$ cat src/sv/b64_pkg.sv
// ----------------------------------------------------------------------------
// b64_pkg
// Shared types, constants and alphabet helpers for the Base64 stream codec.
// ----------------------------------------------------------------------------
package b64_pkg;

  // Default depth of the job queue between front and back
  localparam int JOB_FIFO_DEPTH = 2;

  // Padding character '='
  localparam logic [7:0] PAD_CHAR = 8'h3D;

  // Register index of decode_mode (paddr[2])
  localparam logic CFG_IDX_MODE = 1'b0;

  // Input transaction payload
  typedef struct packed {
    logic [7:0] data_byte;
    logic       last_item;
  } in_item_t;

  // Result transaction payload
  typedef struct packed {
    logic [7:0] out_byte;
    logic       out_last;
    logic       bad_input;
  } out_item_t;

  // One finished group, handed from front to back
  typedef struct packed {
    logic [23:0] bits;    // gathered 24-bit group
    logic        dec;     // 1: results are bytes, 0: results are characters
    logic [1:0]  cnt_m1;  // number of results minus one
    logic [1:0]  pads;    // trailing '=' characters (encode)
    logic        last;    // group closes the message
    logic        bad;     // flag for every result of the group
  } job_t;

  // 6-bit value to alphabet character
  function automatic logic [7:0] enc_char(input logic [5:0] v);
    logic [7:0] w;
    w = {2'b00, v};
    if (v < 6'd26)      enc_char = 8'h41 + w;
    else if (v < 6'd52) enc_char = 8'h61 + w - 8'd26;
    else if (v < 6'd62) enc_char = 8'h30 + w - 8'd52;
    else if (v == 6'd62) enc_char = 8'h2B;
    else                 enc_char = 8'h2F;
  endfunction

  // Alphabet character to {valid, 6-bit value}
  function automatic logic [6:0] dec_char(input logic [7:0] c);
    logic [7:0] t;
    t = 8'h00;
    dec_char = 7'h00;
    if (c >= 8'h41 && c <= 8'h5A) begin
      t = c - 8'h41;
      dec_char = {1'b1, t[5:0]};
    end else if (c >= 8'h61 && c <= 8'h7A) begin
      t = c - 8'h61 + 8'd26;
      dec_char = {1'b1, t[5:0]};
    end else if (c >= 8'h30 && c <= 8'h39) begin
      t = c - 8'h30 + 8'd52;
      dec_char = {1'b1, t[5:0]};
    end else if (c == 8'h2B) begin
      dec_char = {1'b1, 6'd62};
    end else if (c == 8'h2F) begin
      dec_char = {1'b1, 6'd63};
    end
  endfunction

  // Padding for a final encode group holding 'filled' bytes
  function automatic logic [1:0] pad_count(input logic [1:0] filled);
    case (filled)
      2'd1:    pad_count = 2'd2;
      2'd2:    pad_count = 2'd1;
      default: pad_count = 2'd0;
    endcase
  endfunction

endpackage

$ cat src/sv/b64_front.sv
// ----------------------------------------------------------------------------
// b64_front
// Accepts bytes or characters, gathers groups and issues one job per group.
// ----------------------------------------------------------------------------
module b64_front
  import b64_pkg::*;
(
  input  logic     clk,
  input  logic     rst_n,
  input  logic     clr,          // register write: drop the partial group
  input  logic     decode_mode,
  input  logic     in_take,      // input transaction accepted this cycle
  input  in_item_t in_item,
  output logic     job_push,
  output job_t     job
);

  logic [23:0] group_bits_r, group_bits_nxt;
  logic [1:0]  group_pos_r, group_pos_nxt;
  logic        third_pad_r, third_pad_nxt;
  logic        bad_seen_r, bad_seen_nxt;

  logic [7:0]  b;
  logic        lst;
  logic [6:0]  dc;
  logic        is_pad;
  logic        bad_cur;
  logic        bad_now;
  logic [5:0]  v6;
  logic [23:0] dec_bits;
  logic [23:0] enc_bits;
  logic [1:0]  filled;
  logic [1:0]  pad_sub;

  // classify the incoming item
  always_comb begin
    b       = in_item.data_byte;
    lst     = in_item.last_item;
    dc      = dec_char(b);
    is_pad  = (b == PAD_CHAR);
    bad_cur = !is_pad && !dc[6];
    bad_now = bad_seen_r | bad_cur;
    v6      = (is_pad || !dc[6]) ? 6'd0 : dc[5:0];
    filled  = group_pos_r + 2'd1;
    pad_sub = {1'b0, lst & is_pad} + {1'b0, lst & third_pad_r};
  end

  // place the new sextet or byte into the group
  always_comb begin
    case (group_pos_r)
      2'd0:    dec_bits = group_bits_r | {v6, 18'd0};
      2'd1:    dec_bits = group_bits_r | {6'd0, v6, 12'd0};
      2'd2:    dec_bits = group_bits_r | {12'd0, v6, 6'd0};
      default: dec_bits = group_bits_r | {18'd0, v6};
    endcase
    case (group_pos_r)
      2'd0:    enc_bits = group_bits_r | {b, 16'd0};
      2'd1:    enc_bits = group_bits_r | {8'd0, b, 8'd0};
      default: enc_bits = group_bits_r | {16'd0, b};
    endcase
  end

  // group state update and job issue
  always_comb begin
    group_bits_nxt = group_bits_r;
    group_pos_nxt  = group_pos_r;
    third_pad_nxt  = third_pad_r;
    bad_seen_nxt   = bad_seen_r;
    job_push       = 1'b0;
    job            = '0;
    if (clr) begin
      group_bits_nxt = '0;
      group_pos_nxt  = '0;
      third_pad_nxt  = 1'b0;
      bad_seen_nxt   = 1'b0;
    end else if (in_take) begin
      if (decode_mode) begin
        if (group_pos_r != 2'd3) begin
          if (lst) begin
            // incomplete final group: one flagged zero byte
            job_push       = 1'b1;
            job.dec        = 1'b1;
            job.last       = 1'b1;
            job.bad        = 1'b1;
            group_bits_nxt = '0;
            group_pos_nxt  = '0;
            third_pad_nxt  = 1'b0;
            bad_seen_nxt   = 1'b0;
          end else begin
            group_bits_nxt = dec_bits;
            group_pos_nxt  = filled;
            bad_seen_nxt   = bad_now;
            if (group_pos_r == 2'd2) third_pad_nxt = is_pad;
          end
        end else begin
          job_push       = 1'b1;
          job.bits       = dec_bits;
          job.dec        = 1'b1;
          job.cnt_m1     = 2'd2 - pad_sub;
          job.last       = lst;
          job.bad        = bad_now;
          group_bits_nxt = '0;
          group_pos_nxt  = '0;
          third_pad_nxt  = 1'b0;
          bad_seen_nxt   = lst ? 1'b0 : bad_now;
        end
      end else begin
        if (filled == 2'd3 || lst) begin
          job_push       = 1'b1;
          job.bits       = enc_bits;
          job.cnt_m1     = 2'd3;
          job.pads       = pad_count(filled);
          job.last       = lst;
          group_bits_nxt = '0;
          group_pos_nxt  = '0;
          third_pad_nxt  = 1'b0;
          bad_seen_nxt   = 1'b0;
        end else begin
          group_bits_nxt = enc_bits;
          group_pos_nxt  = filled;
        end
      end
    end
  end

  // group state registers
  always_ff @(posedge clk) begin
    if (!rst_n) begin
      group_bits_r <= '0;
      group_pos_r  <= '0;
      third_pad_r  <= 1'b0;
      bad_seen_r   <= 1'b0;
    end else begin
      group_bits_r <= group_bits_nxt;
      group_pos_r  <= group_pos_nxt;
      third_pad_r  <= third_pad_nxt;
      bad_seen_r   <= bad_seen_nxt;
    end
  end

endmodule

$ cat src/sv/b64_job_fifo.sv
// ----------------------------------------------------------------------------
// b64_job_fifo
// Short queue of group jobs between the front and the back.
// ----------------------------------------------------------------------------
module b64_job_fifo
  import b64_pkg::*;
#(
  parameter int DEPTH = JOB_FIFO_DEPTH
) (
  input  logic clk,
  input  logic rst_n,
  input  logic wr_en,
  input  job_t wr_job,
  input  logic rd_en,
  output job_t rd_job,
  output logic q_full,
  output logic q_empty
);

  localparam int PW = $clog2(DEPTH);
  localparam int CW = $clog2(DEPTH + 1);
  localparam logic [PW-1:0] LAST_PTR = PW'(DEPTH - 1);
  localparam logic [CW-1:0] FULL_CNT = CW'(DEPTH);

  job_t          mem_r [DEPTH];
  logic [PW-1:0] wr_ptr_r, rd_ptr_r;
  logic [CW-1:0] cnt_r;
  logic          do_wr, do_rd;

  assign q_full  = (cnt_r == FULL_CNT);
  assign q_empty = (cnt_r == '0);
  assign do_wr   = wr_en && !q_full;
  assign do_rd   = rd_en && !q_empty;
  assign rd_job  = mem_r[rd_ptr_r];

  // storage
  always_ff @(posedge clk) begin
    if (do_wr) mem_r[wr_ptr_r] <= wr_job;
  end

  // pointers and fill count
  always_ff @(posedge clk) begin
    if (!rst_n) begin
      wr_ptr_r <= '0;
      rd_ptr_r <= '0;
      cnt_r    <= '0;
    end else begin
      if (do_wr) wr_ptr_r <= (wr_ptr_r == LAST_PTR) ? '0 : wr_ptr_r + 1'b1;
      if (do_rd) rd_ptr_r <= (rd_ptr_r == LAST_PTR) ? '0 : rd_ptr_r + 1'b1;
      if (do_wr && !do_rd)      cnt_r <= cnt_r + 1'b1;
      else if (do_rd && !do_wr) cnt_r <= cnt_r - 1'b1;
    end
  end

endmodule

$ cat src/sv/b64_back.sv
// ----------------------------------------------------------------------------
// b64_back
// Expands jobs into output register results, one per cycle unless pop stalls.
// ----------------------------------------------------------------------------
module b64_back
  import b64_pkg::*;
(
  input  logic      clk,
  input  logic      rst_n,
  input  job_t      head,
  input  logic      head_empty,
  output logic      head_pop,
  input  logic      pop,
  output logic      empty,
  output out_item_t out_data
);

  logic [1:0] k_r;
  logic       out_valid_r;
  out_item_t  out_item_r;

  logic       ld;
  logic [2:0] pad_pos;
  logic [5:0] sext;
  logic [7:0] dbyte;
  out_item_t  res;

  assign ld       = !head_empty && (!out_valid_r || pop);
  assign head_pop = ld && (k_r == head.cnt_m1);
  assign empty    = !out_valid_r;
  assign out_data = out_item_r;

  // select the k-th sextet or byte of the group
  always_comb begin
    case (k_r)
      2'd0:    sext = head.bits[23:18];
      2'd1:    sext = head.bits[17:12];
      2'd2:    sext = head.bits[11:6];
      default: sext = head.bits[5:0];
    endcase
    case (k_r)
      2'd0:    dbyte = head.bits[23:16];
      2'd1:    dbyte = head.bits[15:8];
      default: dbyte = head.bits[7:0];
    endcase
    pad_pos = {1'b0, k_r} + {1'b0, head.pads};
  end

  // build the result
  always_comb begin
    if (head.dec)                res.out_byte = dbyte;
    else if (pad_pos >= 3'd4)    res.out_byte = PAD_CHAR;
    else                         res.out_byte = enc_char(sext);
    res.out_last  = head.last && (k_r == head.cnt_m1);
    res.bad_input = head.bad;
  end

  // output register
  always_ff @(posedge clk) begin
    if (ld) out_item_r <= res;
  end

  // result index and output valid
  always_ff @(posedge clk) begin
    if (!rst_n) begin
      k_r         <= '0;
      out_valid_r <= 1'b0;
    end else begin
      if (ld) k_r <= head_pop ? 2'd0 : k_r + 2'd1;
      if (ld)       out_valid_r <= 1'b1;
      else if (pop) out_valid_r <= 1'b0;
    end
  end

endmodule

$ cat src/sv/base64_stream_codec_top.sv
// ----------------------------------------------------------------------------
// base64_stream_codec_top
// Streaming Base64 encoder/decoder, standard alphabet, mode set by register.
// ----------------------------------------------------------------------------
//  channel  | handshake                     | payload
//  ---------+-------------------------------+--------------------------------
//  input    | push / full                   | in_data  (data_byte, last_item)
//  result   | pop / empty                   | out_data (out_byte, out_last,
//           |                               |           bad_input)
//  config   | psel penable pwrite pready    | paddr, pwdata, prdata
//
//  The front takes one item per cycle while the job queue has room; a group
//  that completes is queued in the same cycle. The back issues one result per
//  cycle from the queue head while results are popped, so encoding sustains
//  4 results per 3 bytes, decoding one character per cycle. The item closing
//  a group is written to the job queue, then loaded into the output register.
//  Synchronous active-low reset; no clearing pass. A stalled pop holds the
//  output register while the front keeps filling the queue.
// ----------------------------------------------------------------------------
module base64_stream_codec_top
  import b64_pkg::*;
#(
  parameter int FIFO_DEPTH = JOB_FIFO_DEPTH
) (
  input  logic        clk,
  input  logic        rst_n,
  // input channel
  input  logic        push,
  output logic        full,
  input  in_item_t    in_data,
  // result channel
  output logic        empty,
  input  logic        pop,
  output out_item_t   out_data,
  // configuration
  input  logic        psel,
  input  logic        penable,
  input  logic        pwrite,
  input  logic [2:0]  paddr,
  input  logic [31:0] pwdata,
  output logic [31:0] prdata,
  output logic        pready
);

  logic decode_mode_r;
  logic cfg_wr;
  logic in_take;
  logic job_push;
  job_t job;
  job_t head;
  logic q_full, q_empty, head_pop;

  // configuration register
  assign pready = 1'b1;
  assign cfg_wr = psel && penable && pwrite && pready && (paddr[2] == CFG_IDX_MODE);
  assign prdata = (paddr[2] == CFG_IDX_MODE) ? {31'd0, decode_mode_r} : 32'd0;

  always_ff @(posedge clk) begin
    if (!rst_n)      decode_mode_r <= 1'b0;
    else if (cfg_wr) decode_mode_r <= pwdata[0];
  end

  // input transaction
  assign full    = q_full;
  assign in_take = push && !full;

  b64_front u_front (
    .clk         (clk),
    .rst_n       (rst_n),
    .clr         (cfg_wr),
    .decode_mode (decode_mode_r),
    .in_take     (in_take),
    .in_item     (in_data),
    .job_push    (job_push),
    .job         (job)
  );

  b64_job_fifo #(
    .DEPTH (FIFO_DEPTH)
  ) u_fifo (
    .clk     (clk),
    .rst_n   (rst_n),
    .wr_en   (job_push),
    .wr_job  (job),
    .rd_en   (head_pop),
    .rd_job  (head),
    .q_full  (q_full),
    .q_empty (q_empty)
  );

  b64_back u_back (
    .clk        (clk),
    .rst_n      (rst_n),
    .head       (head),
    .head_empty (q_empty),
    .head_pop   (head_pop),
    .pop        (pop),
    .empty      (empty),
    .out_data   (out_data)
  );

endmodule
$ cat config.mk
export PLATFORM = sky130hd
export DESIGN_NAME = base64_stream_codec_top
export DESIGN_NICKNAME = d
export VERILOG_FILES = /design/src/sv/b64_pkg.sv /design/src/sv/b64_front.sv /design/src/sv/b64_job_fifo.sv /design/src/sv/b64_back.sv /design/src/sv/base64_stream_codec_top.sv
export SDC_FILE = /design/constraint.sdc
export NUM_CORES = 1
export LEC_CHECK = 0
export ABC_AREA = 1
export BUFFER_PORTS_ARGS = -buffer_cell sky130_fd_sc_hd__buf_2
export CORE_MARGIN = 4
export CORE_UTILIZATION = 45
export CTS_CLUSTER_SIZE = 14
export DETAILED_ROUTE_END_ITERATION = 7
export GPL_TIMING_DRIVEN = 0
export PLACE_DENSITY = 0.64
export SKIP_CTS_REPAIR_TIMING = 1
export SLEW_MARGIN = 25
export SYNTH_ARGS = -nofsm -noshare
export SYNTH_HDL_FRONTEND = slang
export SYNTH_HIERARCHICAL = 1
export SYNTH_SLANG_ARGS = --single-unit
$ cat constraint.sdc
create_clock -name clk -period 3.9 [get_ports clk]
set_clock_uncertainty 0.15 [all_clocks]
set_input_delay 0.585 -clock clk [delete_from_list [all_inputs] [get_ports clk]]
set_output_delay 0.585 -clock clk [all_outputs]
set_load 0.02 [all_outputs]
==> flow_metrics.tcl <==
set metrics [dict create \
    worstMarginPinSlew_ns 0.738 \
    nNetsFinal 1038 \
    p_leak_nw 3.50 \
    antenna_cells 0 \
    path_cells "nor2_1 -> nor2_1 -> inv_1 -> nor2_1 -> inv_1 -> nor2_1 -> inv_2 -> buf_2 -> a211oi_1" \
    synthCells 895 \
    synth_largest_area_cell "edfxtp_1" \
    hold_viol_final 0 \
    r2r_start "u_fifo/cnt_r[0]$_SDFFE_PN0P_" \
    worstPathArrival_ns 3.03 \
    hp-class "reg2reg" \
    drt_iter0_markers 585 \
    path_class "reg2reg" \
    path_max_fanout 10 \
    first_pass_iters 5 \
    hold-path-endpoint "u_front/bad_seen_r$_SDFFE_PP0P_" \
    layout-drive-gt1-share 0.222 \
    ys_ff_latch 109 \
    synth.yosys.seq_area_share 0.393 \
    holdPathStages 2 \
    max_freq_mhz 323 \
    cpLargestDelayFamily "simple AND/OR/NAND/NOR gates" \
    synth_area_leaders "edfxtp_1 29%, dfxtp_1 10%, nand2_1 8.2%, a21oi_1 5.4%, nor2_1 4.8%" \
    dpl_cell_area_mm2 0.00797 \
    grt_overflow 0 \
    numCtsBuffers 9 \
    timing.final.crit_share 0.794 \
    drt-total-wl_um 18300 \
    dieArea_mm2 0.0185 \
    crit_top_cell "nor2_1" \
    power_w 0.00341 \
    reg2reg_depth 9 \
    final.setup.worst_slack_ns 0.802 \
    cts-root-buf "clkbuf_16" \
    io_buffers 26 \
    io_pins 96 \
    fp.dieH_um 136 \
    clk_latency_ns 0.36 \
    clock_sinks 109 \
    cp-start-kind "flip-flop" \
    wl_met1_um 7980 \
    setup_tns_ns 0 \
    vias 6091 \
    dp_worst_setup_slack_ns 0.682 \
    dp_hpwl_um 13700 \
    wl_met3_um 1240 \
    slowest_stage "a211oi_1" \
    hp-start "u_front/bad_seen_r$_SDFFE_PP0P_" \
    period_needed_ns 3.10 \
    clock_path_buffers 2 \
    highest_layer "met4" \
    die_w_um 136 \
    critPathCaptureType "flip-flop" \
    initial_core_util 0.461 \
    design_area_mm2 0.00825 \
    tritoncts "yes" \
    first_global_vias 5621 \
    ant_nets 0 \
    yosys.cell_types.count 50 \
    syn_area_per_cell_um2 8.25 \
    synth_warnings 6 \
    core_mm2 0.0160 \
    peakVddDrop_mv 0.224 \
    timing.reg2reg.setup_slack_ns 0.80 \
    power_density_mw_per_mm2 413 \
    slowest_delay_ns 0.49 \
    setup_viol 0 \
    grt_start_max_net_pins 23 \
    synth_top_area_frac 0.293 \
    grt_usage 0.204 \
    cp.required_ns 3.83 \
    syn_to_final_growth_pct 11.8 \
    r2r_end "u_fifo/mem_r[0][22]$_DFFE_PP_" \
    clkTransAtPathRegs_ns 0.07 \
    synth_area_mm2 0.00738 \
    post_drt_wl_per_cell_um 15.5 \
    rsz0062_at_grt "false" \
    place_congestion 0.897 \
    routed-wl-met2_um 8810 \
    grt_pass1_wl_um 29600 \
    final_max_slew_viol_count 0 \
    status "completed" \
    vias_per_cell 5.14 \
    cap_violations 0 \
    crit_buf_inv 4 \
    drc 0 \
    htree_levels 3 \
    slew-limit-headroom 0.506 \
    antenna_found_initial 0 \
    row_count 46 \
]
report_power, final:
group          total (W)  internal (W)  switching [W]
combinational    0.00110      0.000382       0.000723
clock           0.000890      0.000448       0.000442
sequential       0.00142       0.00136      0.0000540
total            0.00341       0.00219        0.00122
worst register-to-register path, cell delays in order (launching register included):
cell	delay [ns]
dfxtp_1	0.44
nor2_1	0.11
nor2_1	0.43
inv_1	0.27
nor2_1	0.18
inv_1	0.12
nor2_1	0.36
inv_2	0.07
buf_2	0.20
a211oi_1	0.50
layout make-up:
| cell class | count | area (um2) |
|---|---|---|
| inverters | 87 | 329 |
| fillers | 1549 | 7750 |
| plain buffers | 68 | 475 |
| flip-flops and latches | 109 | 2900 |
| clock buffers | 10 | 229 |
| clock inverters | 6 | 56.3 |
| repair buffers | 28 | 185 |
| well taps | 216 | 270 |
| multi-input cells | 661 | 3810 |
cell usage after synthesis (all sizes together):
library cell and instances:
a211oi 16, a21oi 89, a221oi 3, a22o 6
a311oi 1, a31oi 1, buf 50, clkbuf 18
clkinv 3, conb 2, dfxtp 37, edfxtp 72
ha 23, inv 84, mux2 31, nand2 190
nand3 47, nand3b 1, nand4 8, nor2 115
nor3 6, nor4 1, o211ai 2, o21ai 70
o21bai 5, o22ai 1, or2 3, xnor2 2
xor2 8
how the worst max path moves through the flow:
stage | depth (start not counted) | slack (ns) | endpoint | from
floorplan | 8 | 0.60 | u_fifo/mem_r[1][0]$_DFFE_PP_ | push
global placement | 9 | -0.66 | u_fifo/mem_r[0][21]$_DFFE_PP_ | push
detailed placement | 13 | 0.68 | u_fifo/mem_r[0][9]$_DFFE_PP_ | in_data[3]
CTS | 9 | 0.81 | u_fifo/mem_r[0][22]$_DFFE_PP_ | u_fifo/cnt_r[0]$_SDFFE_PN0P_
global route | 9 | 0.60 | u_fifo/mem_r[0][22]$_DFFE_PP_ | u_fifo/cnt_r[0]$_SDFFE_PN0P_
finish | 9 | 0.80 | u_fifo/mem_r[0][22]$_DFFE_PP_ | u_fifo/cnt_r[0]$_SDFFE_PN0P_
cell families after synthesis:
family	synth area share
muxes	0.0473
adders and majority gates	0.0390
other	0.00102
and+or+nand+nor	0.238
buffers and inverters	0.109
DFF	0.393
xor gates and xnor gates	0.0119
AOI/OAI and AO/OA	0.160
cell usage in the layout, fill, tap and decap left out, drive strengths merged:
cell    instances
inv            88
conb           32
o211ai          2
nand4           8
o21ai          70
edfxtp         72
nor2          115
a311oi          1
a211oi         16
nand3          47
or2             3
ha             23
a221oi          3
mux2           31
nand3b          1
xor2            8
xnor2           2
clkbuf         28
dfxtp          37
nand2         190
a21oi          89
buf            78
nor3            6
o21bai          5
a22o            6
a31oi           1
clkinv          5
nor4            1
o22ai           1
metrics by stage:
step	instances	hold WS, ns	utilization
final	1185	0.341	0.516
after global placement	1167	0.315	0.493
after detailed placement	1169	0.325	0.498
after CTS	1185	0.332	0.516
after global routing	1185	0.376	0.516
after floorplan	925	0.300	-
metal layers:
layer,global-route usage,vias up
li1,-,3074
met1,0.269,2808
met2,0.335,184
met3,0.0540,25
met4,0.0470,0
met5,0,-
sequential cells by signal, indices dropped and copies added, names as in the netlist, named ones only:
signal and flops:
decode_mode_r 1, u_back/k_r 2, u_back/out_data 10, u_back/out_valid_r 1, u_fifo/cnt_r 2, u_fifo/mem_r 62, u_fifo/rd_ptr_r 1, u_fifo/wr_ptr_r 1
u_front/bad_seen_r 1, u_front/group_bits_r 24, u_front/group_pos_r 2, u_front/third_pad_r 1
Power figures use the tool's default switching activity.
